**src/rtl/core/mpss_pkg.sv**
```systemverilog
package mpss_pkg;

    localparam int PAT_BYTES        = 8;
    localparam int PAT_W            = 8 * PAT_BYTES;
    localparam int LEN_W            = 4;
    localparam int BUILTIN_COUNT    = 6;
    localparam int DEF_MAX_PATTERNS = 64;

    localparam logic [1:0] MODE_ADD   = 2'd0;
    localparam logic [1:0] MODE_SCAN  = 2'd1;
    localparam logic [1:0] MODE_END   = 2'd2;
    localparam logic [1:0] MODE_CLEAR = 2'd3;

    localparam logic [2:0] KIND_ADDED   = 3'd0;
    localparam logic [2:0] KIND_FULL    = 3'd1;
    localparam logic [2:0] KIND_CLEAN   = 3'd2;
    localparam logic [2:0] KIND_HIT     = 3'd3;
    localparam logic [2:0] KIND_CLEARED = 3'd4;

    typedef enum logic [0:0] {
        ST_IDLE,
        ST_SWEEP
    } state_t;

    // Per-cycle commands broadcast to every cell of the chain.
    typedef struct packed {
        logic scan;
        logic shift;
        logic clear;
    } cell_ctl_t;

    // Built-in patterns, first byte in the lowest byte.
    function automatic logic [PAT_W-1:0] builtin_pat(input int idx);
        logic [PAT_W-1:0] p;
        case (idx)
            0:       p = 64'h0000_0000_006D_723B;   // ;rm
            1:       p = 64'h0000_0000_0068_737C;   // |sh
            2:       p = 64'h0000_0000_002F_2E2E;   // ../
            3:       p = 64'h0000_0000_0000_6E25;   // %n
            4:       p = 64'h6564_756C_636E_6923;   // #include
            5:       p = 64'h0065_6E69_6665_6423;   // #define
            default: p = '0;
        endcase
        return p;
    endfunction

    function automatic logic [LEN_W-1:0] builtin_len(input int idx);
        logic [LEN_W-1:0] n;
        case (idx)
            0:       n = 4'd3;
            1:       n = 4'd3;
            2:       n = 4'd3;
            3:       n = 4'd2;
            4:       n = 4'd8;
            5:       n = 4'd7;
            default: n = 4'd0;
        endcase
        return n;
    endfunction

    // Stored length: requested length capped at the pattern width, cut at the first zero byte.
    function automatic logic [LEN_W-1:0] pattern_len(input logic [PAT_W-1:0] pbytes,
                                                     input logic [LEN_W-1:0] plen);
        logic [LEN_W-1:0] n;
        logic [LEN_W-1:0] k;
        logic             stop;
        n    = (plen > LEN_W'(PAT_BYTES)) ? LEN_W'(PAT_BYTES) : plen;
        k    = '0;
        stop = 1'b0;
        for (int j = 0; j < PAT_BYTES; j++) begin
            if (!stop && (LEN_W'(j) < n)) begin
                if (pbytes[8*j +: 8] == 8'd0) begin
                    stop = 1'b1;
                end else begin
                    k = k + LEN_W'(1);
                end
            end
        end
        return k;
    endfunction

    // Window byte 0 is the newest; pattern byte k lines up with window byte len-1-k.
    function automatic logic cell_match(input logic [PAT_W-1:0] pat,
                                        input logic [LEN_W-1:0] len,
                                        input logic [PAT_W-1:0] win);
        logic m;
        logic all_eq;
        m = 1'b0;
        for (int l = 1; l <= PAT_BYTES; l++) begin
            all_eq = 1'b1;
            for (int k = 0; k < l; k++) begin
                if (pat[8*k +: 8] != win[8*(l-1-k) +: 8]) begin
                    all_eq = 1'b0;
                end
            end
            if ((len == LEN_W'(l)) && all_eq) begin
                m = 1'b1;
            end
        end
        return m;
    endfunction

endpackage

```
**src/rtl/core/mpss_cell.sv**
```systemverilog
module mpss_cell
    import mpss_pkg::*;
#(
    parameter int INDEX = 0
) (
    input  logic             aclk,
    input  logic             aresetn,
    input  cell_ctl_t        ctl,
    input  logic             entry_valid,
    input  logic             wr_en,
    input  logic [PAT_W-1:0] wr_pattern,
    input  logic [LEN_W-1:0] wr_len,
    input  logic [PAT_W-1:0] window,
    input  logic             shift_in,
    output logic             hit
);

    logic [PAT_W-1:0] pattern_reg;
    logic [LEN_W-1:0] len_reg;
    logic             hit_reg;
    logic             match;

    assign match = cell_match(pattern_reg, len_reg, window);
    assign hit   = hit_reg;

    // Built-in entries come up loaded; the others hold nothing until an add writes them.
    always_ff @(posedge aclk) begin
        if (!aresetn) begin
            if (INDEX < BUILTIN_COUNT) begin
                pattern_reg <= builtin_pat(INDEX);
                len_reg     <= builtin_len(INDEX);
            end
        end else if (wr_en) begin
            pattern_reg <= wr_pattern;
            len_reg     <= wr_len;
        end
    end

    // The hit flag is sticky for the message and moves one cell down per sweep step.
    always_ff @(posedge aclk) begin
        if (!aresetn) begin
            hit_reg <= 1'b0;
        end else if (ctl.clear) begin
            hit_reg <= 1'b0;
        end else if (ctl.shift) begin
            hit_reg <= shift_in;
        end else if (ctl.scan && entry_valid && match) begin
            hit_reg <= 1'b1;
        end
    end

endmodule

```
**config.mk**
```make
export PLATFORM = sky130hd
export DESIGN_NAME = mpss_cell
export DESIGN_NICKNAME = d
export VERILOG_FILES = /design/src/rtl/core/mpss_pkg.sv /design/src/rtl/core/mpss_cell.sv
export SDC_FILE = /design/constraint.sdc
export NUM_CORES = 1
export LEC_CHECK = 0
export BUFFER_PORTS_ARGS = -buffer_cell sky130_fd_sc_hd__buf_4
export CAP_MARGIN = 20
export CORE_UTILIZATION = 45
export DETAILED_ROUTE_END_ITERATION = 10
export GPL_ROUTABILITY_DRIVEN = 0
export PLACE_DENSITY_LB_ADDON = 0.08
export SLEW_MARGIN = 20
export SYNTH_ARGS = -nofsm -noshare
export SYNTH_HDL_FRONTEND = slang
export SYNTH_SLANG_ARGS = --single-unit
export TNS_END_PERCENT = 20
```
**constraint.sdc**
```tcl
create_clock -name aclk -period 1.87 [get_ports aclk]
set_input_delay 0 -clock aclk [delete_from_list [all_inputs] [get_ports aclk]]
set_output_delay 0 -clock aclk [all_outputs]
set_load 0.1 [all_outputs]
```
==> impl_metrics.toml, run 1 <==
[run_status]
status = "finished, violations left"
violations = "negative setup slack"

[timing]
finalHoldViolCount = 0
setup_tns_ns = -0.138
fmax_mhz = 498
setup_ws_ns = -0.138
final-max-slew-violation-count = 0
period_needed_ns = 2.01
setup_viol = 1
tightest_slew_ns = 0.490
fin_crit_sh_pct = 107
worst_slew_margin_rel_pct = 67.0
finalClockSkew_ns = 0.00665
rsz0062_at_grt = "yes"

[layout]
nNetsFinal = 1045
syn_to_final_growth_pct = 38.3
largest_reg_flops = 64
fillCellCount = 1130
diodes = 0
fin_cells = 1086
drive_gt1_share_pct = 27.4

[routing]
drt_iter0_drc = 609
vias_per_cell = 5.60
vias = 6085
drc = 0
routedWlPerCell_um = 23.0
drt-total-wl_um = 25000
antenna_left = 0
firstDrtPassIters = 5

[global_route]
grt_pass1_wl_um = 36200
grt_max_degree = 50
antenna_found_initial = 0
grt_usage_pct = 34.9
grt_pass1_vias = 6063
grt-ovfl-total = 0

[synth]
yosysTopAreaCellShare_pct = 22.6
synth_top_area_cell = "xor2_1"
yosysMostFrequentCell = "xor2_1"
yosysSeqAreaShare_pct = 22.1
synthArstFlopShare_pct = 0
ys_warn_count = 0
synthesis.nets = 850
synth-edff-count = 0
avgSynthCellArea_um2 = 8.79
synthTopCellsByCount = "161 x xor2_1, 119 x xnor2_1, 69 x dfxtp_1"
synthFlopType = "dfxtp_1"
synth_area_leaders = "xor2_1 23%, dfxtp_1 22%, xnor2_1 17%"
syn_area_um2 = 6240
synth_cells = 710
ys_ff_latch = 69
ys_types = 37

[clock_tree]
clock_path_buffers = 2
htree_levels = 3
cts_buffers = 9
cts_tree = "done"
clock_sinks = 69
clock_latency_ns = 0.35
clock-root-buffer = "clkbuf_16"
clk_pin_slew_ns = 0.06

[pwr]
p_leak_nw = 3.69
p_total_mw = 5.20
irDropWorstVdd_mv = 0.356
power-per-cell-area_nw_per_um2 = 603

[place]
numPortBuffers = 140
dpl.cell_count = 1000
hpwl_um = 18900

[floorplanning]
core_area_um2 = 13400
row_count = 42
die_h_um = 120
io-pin-count = 141
die-area_um2 = 14300
die_w_um = 120
start_util_pct = 46.6

[worst_setup_path]
criticalPathCategory = "reg2reg"
crit_path_max_fanout = 4
cp-start-kind = "register"
critical_path_required_ns = 2.15
worst_ep_arrival_time_ns = 2.29
rrSetupSlack_ns = -0.14
end_kind = "register"

[worst_hold_path]
hp-class = "in2reg"

[job]
cap_viol_max_count = 0
[where the power goes]
group | switching, mW | internal [mW] | total [mW] | leakage, nW
clock network | 0.700 | 1.11 | 1.81 | 0.150
registers | 0.139 | 1.56 | 1.70 | 0.570
logic | 0.833 | 0.862 | 1.70 | 2.97
total | 1.67 | 3.53 | 5.20 | 3.69
[worst paths after layout]
check	start	to	cells after the start
max	pattern_reg[2]	hit	7
min	aresetn	pattern_reg[13]	2
max reg2reg	pattern_reg[2]	hit	7
min reg2reg	pattern_reg[63]	pattern_reg[63]	2
[area by class of cell]
| class | count | area, µm² | area share, % |
|---|---|---|---|
| clock buffer | 13 | 260 | 3.01 |
| tap | 176 | 220 | 2.55 |
| timing repair buffer | 276 | 2290 | 26.6 |
| inverter | 7 | 26.3 | 0.304 |
| clock inverter | 3 | 43.8 | 0.507 |
| multi-input combinational | 542 | 4400 | 50.9 |
| sequential | 69 | 1390 | 16.1 |
[worst max-delay path, cell delays in order (launching register included)]
cell and delay, ns:
dfxtp_1 0.54, xnor2_1 0.20, nand4_1 0.15, nor4_1 0.44, nand4_1 0.15, nor3_1 0.25
a211oi_1 0.07, a21oi_1 0.14
[per-layer routing]
metal	vias up	track usage (%)	share of wire (%)
met2	434	51.2	42
met5	-	0	0
met1	2811	45.8	41
li1	2735	-	-
met4	0	21.6	6.0
met3	105	8.41	11
[metrics by stage]
step	worst slack, ns	utilization, %	instance area, µm²	hold WS (ns)
after floorplan	0.138	-	6240	0.128
after global placement	-0.128	56.3	7550	0.217
after detailed placement	-0.0912	56.3	7550	0.222
after CTS	0.00477	64.0	8570	0.0493
after global routing	-0.0726	64.4	8630	0.0652
final	-0.138	64.4	8630	0.0589
[cell usage in the layout, fill, tap and decap left out, types with 3 or more instances in the layout]
cell           instances
clkbuf_16              9
a21oi_1                3
mux2i_1               67
dfxtp_2                6
o22ai_1                3
buf_12                 4
nand3_1                6
inv_1                  3
xor2_1               161
nor2b_1               52
nor3_1                 6
nand2_1               20
buf_4                204
nand4_1               38
nor4_2                 8
nor4_1                38
inv_2                  4
dfxtp_1               62
dlygate4sd3_1         68
xnor2_1              119
[timing repair]
| action | CTS | global route |
|---|---|---|
| endpoints found under the setup margin | 1 | 1 |
| buffers inserted | 0 | 2 |
| hold buffers | 68 | 0 |
| pin swaps | 5 | 3 |
| gates resized for setup | 10 | 10 |
| endpoints found under the hold margin | 68 | 0 |
[cell families (layout without fill, tap and decap cells)]
group           Yosys count  after routing  synth area share (%)
mux                      67             67                  10.7
buf+inv                  99            299                  8.58
xor+xnor                281            281                  39.5
simple gates            180            180                  17.5
flops                    69             69                  22.1
compound gates           14             14                  1.54
No activity file was read; power rests on OpenSTA's default activity.
==> inputs of run 2 (changes only) <==
--- a/config.mk
+++ b/config.mk
@@ -5,6 +5,8 @@
 export SDC_FILE = /design/constraint.sdc
 export NUM_CORES = 1
 export LEC_CHECK = 0
+export ABC_AREA = 1
+export ABC_CLOCK_PERIOD_IN_PS = 1870
 export BUFFER_PORTS_ARGS = -buffer_cell sky130_fd_sc_hd__buf_4
 export CAP_MARGIN = 20
 export CORE_UTILIZATION = 45
==> run 2 against run 1 <==
Non-clock buffer count fell by 59. Utilization is 4.8 points lower. Highest routed layer unchanged. Register-to-register slack improved by 0.29 ns. Clock power fell by 9%. First-iteration DRC count fell by 3.8%. Clock skew increased by 0.0021 ns. Setup slack gained 0.29 ns. Worst hold slack worse by 0.035 ns. Total power fell by 2.5%. Global-route usage down 4.8 points. Final cell count rose by 46%. Critical path type unchanged. Critical path depth is 7 higher. The run now ends clean.
==> impl_metrics.toml, run 2 <==
[global_route]
antenna_found_initial = 0
grt-ovfl-total = 0
grt_pass1_vias = 7227
grt_pass1_wl_um = 37300
grt_max_degree = 55
grt_usage_pct = 30.1

[synth]
yosysMostFrequentCell = "nand2_1"
synthesis.nets = 1389
synth_xor_xnor_area_share_pct = 15.3
ys_warn_count = 0
synth.area.mux_share_pct = 0
yosysSeqAreaShare_pct = 20.0
synthArstFlopShare_pct = 0
synth_compound_area_share_pct = 9.75
synthTopCellsByCount = "507 x nand2_1, 152 x nor2_1, 82 x xnor2_1"
synth_top_family_by_area = "simple AND/OR/NAND/NOR gates"
synth_top_area_cell = "nand2_1"
synth_fa_ha_area_share_pct = 0
yosysTopAreaCellShare_pct = 27.5
syn_area_um2 = 6920
synthFlopType = "dfxtp_1"
avgSynthCellArea_um2 = 5.54
ys_types = 23
ys_ff_latch = 69
synth_cells = 1249
yosys.area_share.simple_pct = 42.0
synth_area_leaders = "nand2_1 28%, dfxtp_1 20%, xnor2_1 10%"
synth-edff-count = 0

[timing]
worst_slew_margin_rel_pct = 59.8
rsz0062_at_grt = "no"
finalClockSkew_ns = 0.00873
tightest_slew_ns = 0.602
setup_tns_ns = 0
fin_crit_sh_pct = 92.0
final-max-slew-violation-count = 0
period_needed_ns = 1.72
fmax_mhz = 581
finalHoldViolCount = 0
setup_viol = 0

[clock_tree]
clk_pin_slew_ns = 0.06
clock_latency_ns = 0.35
postCtsSetupRepairBufs = 0
clock_sinks = 69
clock-root-buffer = "clkbuf_16"
clock_path_buffers = 2
cts_buffers = 9
htree_levels = 3
cts_tree = "done"

[place]
dpl.cell_count = 1505
numPortBuffers = 140
hpwl_um = 17800
place_area_um2 = 7820

[worst_setup_path]
cpPeakStageDelay_ns = 0.54
critical_path_required_ns = 2.15
cp-start-kind = "register"
path_cells = "inv_2, nand2_1, nand2_1, nor2_1, nand2_1, nor2_1, nand2_1, nor2_1, nand2_1, nand2_1, nor2_2, nand2_1, nand2_1, a21oi_2"
crit_top_cell = "nand2_1"
crit_path_max_fanout = 8
criticalPathCategory = "reg2reg"
worst_ep_arrival_time_ns = 2.00
end_kind = "register"
slowest_stage = "dfxtp_1"

[floorplanning]
die-area_um2 = 15900
io-pin-count = 141
die_h_um = 126
core_area_um2 = 14800
die_w_um = 126
row_count = 44
start_util_pct = 46.9

[layout]
fin_cells = 1589
diodes = 0
largest_reg_flops = 64
drive_gt1_share_pct = 18.4
final_common_cell = "nand2_1"
seq_area_um2 = 1400
nNetsFinal = 1540
multi_input_area_um2 = 4640
final_cell_mix = "507 x nand2_1, 151 x nor2_1, 147 x buf_4"
syn_to_final_growth_pct = 27.2
fillCellCount = 1500
stdcell_area_um2 = 8800

[pwr]
p_leak_nw = 4.29
power-per-cell-area_nw_per_um2 = 577
irDropWorstVdd_mv = 0.409
p_total_mw = 5.07

[routing]
routedWlPerCell_um = 14.9
vias = 8073
drt_iter0_drc = 586
firstDrtPassIters = 7
drc = 0
vias_per_cell = 5.08
drt-total-wl_um = 23600
antenna_left = 0

[job]
cap_viol_max_count = 0

[worst_hold_path]
hp-class = "in2reg"

[run_status]
status = "complete, no violations"
run 2: critical path, delay by kind of cell, from the launching register on:
kind,cells,cell delay (ns)
AOI/OAI and AO/OA,1,0.11
buffers and inverters,1,0.08
DFF,1,0.54
and+or+nand+nor,12,0.92
run 2: per-stage QoR:
step	hold slack (ns)	utilization (%)	worst slack [ns]
floorplan	0.126	-	0.535
global placement	0.217	53.0	0.0239
detailed placement	0.219	53.0	0.0113
CTS	0.00959	59.5	0.0242
global route	0.0295	59.6	0.00630
finish	0.0239	59.6	0.149
run 2: layout make-up:
| class | instances | share of cell area, % |
|---|---|---|
| Multi-Input combinational cell | 988 | 52.7 |
| Tap cell | 184 | 2.62 |
| Clock buffer | 10 | 2.60 |
| Inverter | 115 | 4.91 |
| Sequential cell | 69 | 15.9 |
| Timing Repair Buffer | 217 | 20.7 |
| Clock inverter | 6 | 0.540 |
run 2: final timing paths:
path	end	start	depth (start not counted)	slack, ns
max	hit	pattern_reg[12]	14	0.15
min	pattern_reg[35]	wr_pattern[35]	3	0.02
max reg2reg	hit	pattern_reg[12]	14	0.15
min reg2reg	pattern_reg[57]	pattern_reg[57]	2	0.49
run 2: metal layers:
layer | track usage, % | part of all wire (%) | vias up
met5 | 0 | 0 | -
met4 | 12.3 | 2.8 | 0
met3 | 4.21 | 8.2 | 48
met2 | 46.5 | 44 | 355
met1 | 41.9 | 45 | 3546
li1 | - | - | 4124
run 2: timing repair:
| item | CTS | global route |
|---|---|---|
| hold buffers | 68 | 0 |
| endpoints found under the hold margin | 66 | 0 |
| setup endpoints to repair | 1 | 1 |
| resized for setup | 2 | 12 |
| pin swaps | 0 | 0 |
run 2: power breakdown:
group | internal, mW | switching, mW
registers | 1.58 | 0.171
clock network | 0.910 | 0.743
logic | 0.764 | 0.907
total | 3.25 | 1.82
run 2: logic make-up (layout without fill, tap and decap cells):
group | count (synthesis) | count (layout)
AND/OR/NAND/NOR | 733 | 733
buffers and inverters | 192 | 348
AO/OA/AOI/OAI | 134 | 134
XOR/XNOR | 121 | 121
flip-flops | 69 | 69
